$ cat src/hdl/hmps_pkg.sv
`default_nettype none

package hmps_pkg;

  localparam int DEF_MAX_GRID_X = 32;
  localparam int DEF_MAX_GRID_Z = 32;
  localparam int DEF_PHASE_BITS = 5;

  localparam int HEIGHT_W   = 10;
  localparam int TOTAL_W    = 20;
  localparam int FRAC_W     = 10;
  localparam int MEAN_W     = TOTAL_W + FRAC_W;
  localparam int DIFF_W     = MEAN_W + 2;
  localparam int Q15_W      = 16;
  localparam int ACC_W      = 48;
  localparam int HALF_W     = ACC_W / 2;
  localparam int POWER_W    = 42;
  localparam int ROUND_SHIFT = 50;
  localparam int SUM_W      = 97;
  localparam int LOG_W      = 3;
  localparam int CFG_IDX_W  = 1;

  localparam logic [LOG_W-1:0] GRID_LOG2_RESET = 3'd5;

  localparam logic [CFG_IDX_W-1:0] REG_GRID_X_LOG2 = 1'b0;
  localparam logic [CFG_IDX_W-1:0] REG_GRID_Z_LOG2 = 1'b1;

  localparam logic ACT_LOAD  = 1'b0;
  localparam logic ACT_QUERY = 1'b1;

  localparam longint Q30_ONE     = 64'sd1073741824;
  localparam longint Q30_HALF_PI = 64'sd1686629713;
  localparam longint Q15_MAX     = 64'sd32767;
  localparam longint Q15_MIN     = -64'sd32768;

  typedef enum logic [2:0] {
    ST_CLEAR,
    ST_IDLE,
    ST_SUM,
    ST_MEAN,
    ST_MAC,
    ST_POWER,
    ST_OUT
  } state_t;

  typedef enum logic [1:0] {
    SQ_HI,
    SQ_MID,
    SQ_LO
  } sq_part_t;

  function automatic int floor_log2(int v);
    int k;
    k = 0;
    while (k < 31 && (64'sd1 << (k + 1)) <= longint'(v)) k++;
    return k;
  endfunction

  // Quotient truncated toward zero, by shift and subtract; den is positive
  function automatic longint div_trunc(longint num, longint den);
    longint mag, q, r;
    mag = (num < 0) ? -num : num;
    q   = 0;
    r   = 0;
    for (int i = 62; i >= 0; i--) begin
      r = (r << 1) | ((mag >> i) & 64'sd1);
      q = q << 1;
      if (r >= den) begin
        r = r - den;
        q = q | 64'sd1;
      end
    end
    return (num < 0) ? -q : q;
  endfunction

  function automatic logic signed [Q15_W-1:0] trig_q15(int k, int pbits, bit want_sin);
    longint a, quad, x, st, ss, ct, cs, c, s, v, mag, r, mask;
    a    = 4 * longint'(k);
    mask = (64'sd1 << pbits) - 1;
    quad = a >> pbits;
    x    = ((a & mask) * Q30_HALF_PI) >> pbits;
    st = x;
    ss = x;
    ct = Q30_ONE;
    cs = Q30_ONE;
    for (longint n = 1; n <= 12; n++) begin
      st = st * x / Q30_ONE;
      st = st * x / Q30_ONE;
      st = div_trunc(-st, (2 * n) * (2 * n + 1));
      ss += st;
      ct = ct * x / Q30_ONE;
      ct = ct * x / Q30_ONE;
      ct = div_trunc(-ct, (2 * n - 1) * (2 * n));
      cs += ct;
    end
    case (quad)
      0: begin c = cs;  s = ss;  end
      1: begin c = -ss; s = cs;  end
      2: begin c = -cs; s = -ss; end
      default: begin c = ss; s = -cs; end
    endcase
    v   = want_sin ? s : c;
    mag = (v < 0) ? -v : v;
    r   = (mag + 16384) >> 15;
    if (v < 0) r = -r;
    if (r > Q15_MAX) r = Q15_MAX;
    if (r < Q15_MIN) r = Q15_MIN;
    return Q15_W'(r);
  endfunction

endpackage

`default_nettype wire

$ cat src/hdl/hmps_power.sv
`default_nettype none

module hmps_power
  import hmps_pkg::*;
(
  input  wire logic               clk,
  input  wire logic               rst,
  input  wire logic               start,
  input  wire logic [ACC_W-1:0]   re,
  input  wire logic [ACC_W-1:0]   im,
  output      logic               done,
  output      logic [POWER_W-1:0] power
);

  logic               busy;
  logic               sel_im;
  sq_part_t           part;
  logic [ACC_W-1:0]   mag_re;
  logic [ACC_W-1:0]   mag_im;
  logic [ACC_W-1:0]   mag;
  logic [HALF_W-1:0]  opa;
  logic [HALF_W-1:0]  opb;
  logic [ACC_W-1:0]   prod;
  sq_part_t           prod_part;
  logic               prod_valid;
  logic               prod_last;
  logic [SUM_W-1:0]   sum;
  logic [SUM_W-1:0]   addend;

  always_comb begin
    mag = sel_im ? mag_im : mag_re;
    case (part)
      SQ_HI:   begin opa = mag[ACC_W-1:HALF_W]; opb = mag[ACC_W-1:HALF_W]; end
      SQ_MID:  begin opa = mag[ACC_W-1:HALF_W]; opb = mag[HALF_W-1:0];     end
      SQ_LO:   begin opa = mag[HALF_W-1:0];     opb = mag[HALF_W-1:0];     end
      default: begin opa = '0;                  opb = '0;                  end
    endcase
  end

  always_comb begin
    case (prod_part)
      SQ_HI:   addend = SUM_W'(prod) << ACC_W;
      SQ_MID:  addend = SUM_W'(prod) << (HALF_W + 1);
      SQ_LO:   addend = SUM_W'(prod);
      default: addend = '0;
    endcase
  end

  always_ff @(posedge clk) begin
    if (rst) begin
      busy       <= 1'b0;
      prod_valid <= 1'b0;
      done       <= 1'b0;
      sel_im     <= 1'b0;
      part       <= SQ_HI;
    end else begin
      done       <= prod_valid && prod_last;
      prod_valid <= busy;
      if (start) begin
        busy   <= 1'b1;
        sel_im <= 1'b0;
        part   <= SQ_HI;
      end else if (busy) begin
        case (part)
          SQ_HI:  part <= SQ_MID;
          SQ_MID: part <= SQ_LO;
          default: begin
            part   <= SQ_HI;
            sel_im <= 1'b1;
            if (sel_im) begin
              busy <= 1'b0;
            end
          end
        endcase
      end
    end
  end

  always_ff @(posedge clk) begin
    if (start) begin
      mag_re <= re[ACC_W-1] ? (ACC_W'(0) - re) : re;
      mag_im <= im[ACC_W-1] ? (ACC_W'(0) - im) : im;
      sum    <= SUM_W'(1) << (ROUND_SHIFT - 1);
    end else if (prod_valid) begin
      sum <= sum + addend;
    end
    prod      <= ACC_W'(opa) * ACC_W'(opb);
    prod_part <= part;
    prod_last <= sel_im && (part == SQ_LO);
  end

  assign power = (|sum[SUM_W-1:POWER_W+ROUND_SHIFT]) ? {POWER_W{1'b1}}
                                                      : sum[POWER_W+ROUND_SHIFT-1:ROUND_SHIFT];

endmodule

`default_nettype wire

$ cat config.mk
export PLATFORM = sky130hd
export DESIGN_NAME = hmps_power
export DESIGN_NICKNAME = d
export VERILOG_FILES = /design/src/hdl/hmps_pkg.sv /design/src/hdl/hmps_power.sv
export SDC_FILE = /design/constraint.sdc
export NUM_CORES = 2
export LEC_CHECK = 0
export BUFFER_PORTS_ARGS = -buffer_cell sky130_fd_sc_hd__buf_2
export CORE_MARGIN = 3
export CORE_UTILIZATION = 45
export CTS_BUF_LIST = sky130_fd_sc_hd__clkbuf_16
export CTS_CLUSTER_DIAMETER = 100
export DETAILED_ROUTE_END_ITERATION = 7
export PLACE_DENSITY = 0.63
export SETUP_SLACK_MARGIN = 0.4
export SYNTH_ARGS = -nofsm -noshare
export SYNTH_HDL_FRONTEND = slang
export SYNTH_SLANG_ARGS = --single-unit
$ cat constraint.sdc
create_clock -name clk -period 12.61 [get_ports clk]
set_input_delay 1.8915 -clock clk [delete_from_list [all_inputs] [get_ports clk]]
set_output_delay 1.8915 -clock clk [all_outputs]
set_load 0.1 [all_outputs]
# [Word-level counts from Yosys, hierarchy flattened]
# Index checks and enable logic that the tools add are counted.
[totals] reg_bits=250 output_inout_bits=43 wordCells=43
[op_classes] n_addsub=3 multipliers=1 eq_ne=4 n_mux=12 bitwise=1 n_reduce_logical=9
[op_table] op="case mux 96 bit (3 select lines)" count=1
[op_table] op="adder 97 bit" count=1
[op_table] op="case mux 24 bit (2 select lines)" count=2
[op_table] op="subtractor 1 x 48 -> 48 bit, first input constant" count=2
[op_table] op="2-to-1 mux 47 bit" count=2
[op_table] op="multiplier 24 x 24 -> 48 bit" count=1
[op_table] op="2-to-1 mux 48 bit" count=1
[op_table] op="2-to-1 mux 42 bit" count=1
[op_table] op="OR reduction 2 bit" count=3
[op_table] op="OR reduction 5 bit" count=1
[op_table] op="== test 2 x 1 -> 1 bit, second input constant" count=2
[op_table] op="== test 2 bit, second input constant" count=2
[op_table] op="zero test 2 bit" count=2
[op_table] op="2-to-1 mux 1 bit" count=4
[op_table] op="case mux 2 bit (2 select lines)" count=1
[op_table] op="logical AND 1 bit" count=2
[op_table] op="AND reduction 2 bit" count=1
[op_table] op="NOT 1 bit" count=1

# [Logic depth before layout (Yosys ltp)]
[logic_depth] depth_word=5 ltp_mapped=36 mapped_depth_nobuf=33

# [Least setup slack after synthesis]
# OpenSTA, ideal clock, no wires.
[synth_timing] path_type="register to register" from="reg sel_im" to="reg prod[46]" setup_time_ps=127 t_arrival_ps=8790 path_slack_ps=3693 path_stages_with_launch=33 n_path_buf=5 cell_sequence="dfxtp_1 clkbuf_1 clkbuf_1 clkbuf_1 buf_1 mux2_2 a22oi_1 clkbuf_1 nor2_1 fa_1 fa_1 inv_1 fa_1 inv_1 fa_1 fa_1 fa_1 inv_1 fa_1 inv_1 ha_1 a21o_1 a21oi_1 nor2b_1 o21ai_0 o21ai_0 a41oi_1 o31ai_1 o41ai_1 o31ai_1 a21oi_1 o21ai_0 xor2_1"
[synth_via] elab_chain_len=3 word_cells_on_any_way=4
[synth_rtl] item="start: declaration" line_no="hmps_power.sv:16" text="logic sel_im;"
[synth_rtl] item="start signal: assignment" line_no="hmps_power.sv:54" text="sel_im <= 1'b0;"
[synth_rtl] item="start signal: assignment" line_no="hmps_power.sv:61" text="sel_im <= 1'b0;"
[synth_rtl] item="start signal: assignment" line_no="hmps_power.sv:69" text="sel_im <= 1'b1;"
[synth_rtl] item="2-to-1 mux 48 bit *" line_no="hmps_power.sv:31" text="mag = sel_im ? mag_im : mag_re;"
[synth_rtl] item="case mux 24 bit (2 select lines)" line_no="hmps_power.sv:32" text="case (part)"
[synth_rtl] item="multiplier 24 x 24 -> 48 bit *" line_no="hmps_power.sv:87" text="prod <= ACC_W'(opa) * ACC_W'(opb);"
[synth_rtl] item="end signal: assignment" line_no="hmps_power.sv:87"
[synth_rtl] item="end: declaration" line_no="hmps_power.sv:23" text="logic [ACC_W-1:0] prod;"
# Every way passes the cells marked *; elsewhere a longest branch is shown, timed or not.
# A chain may end at the register's enable or synchronous reset.

# [Worst setup path after layout]
[layout_timing] from="reg part[0]" to="reg prod[46]"
[layout_via] elab_chain_len=4 word_cells_on_any_way=8
[layout_rtl] item="start: declaration" line_no="hmps_power.sv:17" text="sq_part_t part;"
[layout_rtl] item="start signal: assignment" line_no="hmps_power.sv:55" text="part <= SQ_HI;"
[layout_rtl] item="start signal: assignment" line_no="hmps_power.sv:62" text="part <= SQ_HI;"
[layout_rtl] item="start signal: assignment" line_no="hmps_power.sv:65" text="SQ_HI: part <= SQ_MID;"
[layout_rtl] item="== test 2 x 1 -> 1 bit, or another cell as far along" line_no="hmps_power.sv:32"
[layout_rtl] item="OR reduction 2 bit (no source line)"
[layout_rtl] item="case mux 24 bit (2 select lines)" line_no="hmps_power.sv:32"
[layout_rtl] item="multiplier 24 x 24 -> 48 bit *" line_no="hmps_power.sv:87"
# Marks and branches as above.

==> reports/qor.yml <==
synth:
  syn_area_per_cell_um2: 8.61
  yosysSeqAreaShare: 0.165
  ys_seq_elements: 250
  synth.net_count: 5047
  yosysWarnings: 0
  synthDominantCellAreaShare: 0.268
  synth_edf_count: 96
  synthFlopType: "dfxtp_1"
  yosys-top-cells-area: "fa_1 27%, ha_1 9.6%, dfxtp_1 8.5%"
  netlist_instances: 4188
  post-synth-top-area-cell: "fa_1"
  async_flop_share: 0
  synth_cell_types: 71
  synthesis.area_um2: 36100
floorplan:
  die_width_um: 289
  die_h_um: 289
  initial_core_util: 0.456
  rows: 103
  ios: 142
  dieArea_um2: 83600
  core_area_um2: 79100
global_route:
  grt_pass1_wl_um: 182000
  grt_max_degree: 92
  track_usage: 0.286
  overflow: 0
  grt_pass1_vias: 30559
  antenna_found_initial: 3
critical_path:
  start_kind: "flip-flop"
  crit_type: "flip-flop to flip-flop"
  r2r_start: "part[0]"
  crit_top_cell: "inv_1"
  arrival_ns: 10.52
  r2r-end: "prod[46]"
  slowest_stage: "a22o_1"
  ff2ff_setup_slack_ns: 2.58
  end_kind: "flip-flop"
  worstPathMaxFanout: 42
  ff2ff_path_depth: 32
  crit_required_ns: 13.10
  slowest_delay_ns: 0.80
cts:
  cts_tree: "built"
  cts_setup_buffers: 0
  cts_buffers: 30
  cts_root_buffer: "clkbuf_16"
  hold_buffers: 0
  cts_resized: 0
  clk_latency_ns: 0.62
  htreeDepth: 1
  cts_max_path_buffers: 3
  clkTransAtPathRegs_ns: 0.06
  clock_sink_count: 250
worst_hold_path:
  hold_path_end: "prod_part[1]"
  hold_path_class: "flip-flop to flip-flop"
  min_from: "part[1]"
  whs_path_depth: 0
drt:
  vias: 30108
  ant_nets: 0
  drtIter0Drc: 2369
  routed_wl_um: 119000
  drc: 0
  drt-pass1-iter-count: 6
  wl_per_cell_um: 22.5
  via_per_inst: 5.69
layout:
  drive_above_1_share: 0.0818
  seqCellArea_um2: 5970
  finish.instance_area_um2: 38800
  nets: 5079
  final_cell_mix: "605 x inv_1, 483 x fa_1, 480 x nor2_1"
  syn_to_final_growth_pct: 7.69
  final_common_cell: "inv_1"
  multi_input_area_um2: 27100
  n_fill_cell: 7701
sta:
  slew_violations: 0
  setup_viol: 0
  setup_ws_ns: 2.58
  tightest_slew_ns: 1.22
  finalCritPeriodShare: 0.795
  period_minus_slack_ns: 10.03
  rsz0062_at_grt: "no"
  hold_viol: 0
  clock_skew_ns: 0.0260
  fin_setup_tns_ns: 0
  fmax_ghz: 0.0997
  relSlewSlack: 0.187
place:
  placed_cell_area_um2: 37800
  dpl.hpwl_um: 96400
  place_ws_ns: 2.68
  place.gp.congestion: 1.07
  port_buffers: 141
outcome:
  status: "complete, no violations"
flow_run:
  drv_cap: 0
-- flip-flops by register name (all words and copies together), names as in the netlist, 2 cells and up --
signal     count
prod          48
part           2
prod_part      2
sum           97
mag_im        48
mag_re        48
-- per-layer routing --
metal,GRT usage,share of wire,up-vias
met3,0.0575,0.087,367
met2,0.470,0.45,1374
li1,-,-,13837
met5,0,0.000067,-
met4,0.138,0.061,2
met1,0.361,0.40,14528
-- Yosys cell counts (9+ instances only) --
master,instances
inv_1,603
fa_1,483
nor2_1,481
nand2_1,426
ha_1,277
clkbuf_1,195
a21oi_1,177
xnor2_1,174
dfxtp_1,154
o21ai_0,142
edfxtp_1,96
a21o_1,89
mux2i_1,77
or3_1,70
and2_1,65
a22o_1,63
nand4_1,55
mux2_2,49
nand2b_1,48
a22oi_1,45
o31ai_1,44
xor2_1,40
o21bai_1,30
nor3_1,28
nand3_1,25
nor2b_1,24
or4_1,24
or2_2,20
a211oi_1,16
a31oi_1,15
o211ai_1,15
o41ai_1,15
nor4_1,11
o21a_1,11
and3_1,10
a21boi_0,9
-- stage by stage --
step	hold WS, ns	instances	utilization
floorplan	0.382	4188	-
global route	0.423	5294	0.491
global placement	0.394	5238	0.478
detailed placement	0.411	5238	0.478
finish	0.418	5295	0.491
CTS	0.412	5294	0.491
-- cell families after synthesis --
kind of cell,Yosys count,synth area share
adders and majority gates,760,0.364
AOI/OAI and AO/OA,720,0.132
and+or+nand+nor,1310,0.166
muxes,126,0.0367
xor gates and xnor gates,214,0.0520
DFF,250,0.165
buffers and inverters,808,0.0841
-- area by class of cell --
type	instances	share of cell area
multi-input combinational	3130	0.697
sequential	250	0.154
inverter	604	0.0584
tap	1050	0.0338
timing repair buffer	204	0.0305
clock buffer	30	0.0193
clock inverter	26	0.00696
antenna	1	0.0000644
-- worst max-delay path: cells and delay by family (launching register included) --
kind | cells | cell delay (ns)
buf+inv | 8 | 0.47
fa+ha+maj | 9 | 4.25
xor+xnor | 1 | 0.16
flops | 1 | 0.35
compound gates | 10 | 3.29
simple gates | 4 | 1.35
-- worst max-delay path by stage --
stage	from	endpoint	slack, ns
after floorplan	sel_im	prod[46]	3.69
after global placement	part[0]	prod[46]	2.81
after detailed placement	part[0]	prod[46]	2.68
after CTS	part[0]	prod[46]	2.69
after global routing	part[0]	prod[46]	2.03
final	part[0]	prod[46]	2.58
Power is not shown: default switching activity piles up to over one toggle a cycle in this logic, so the estimate is an artifact.
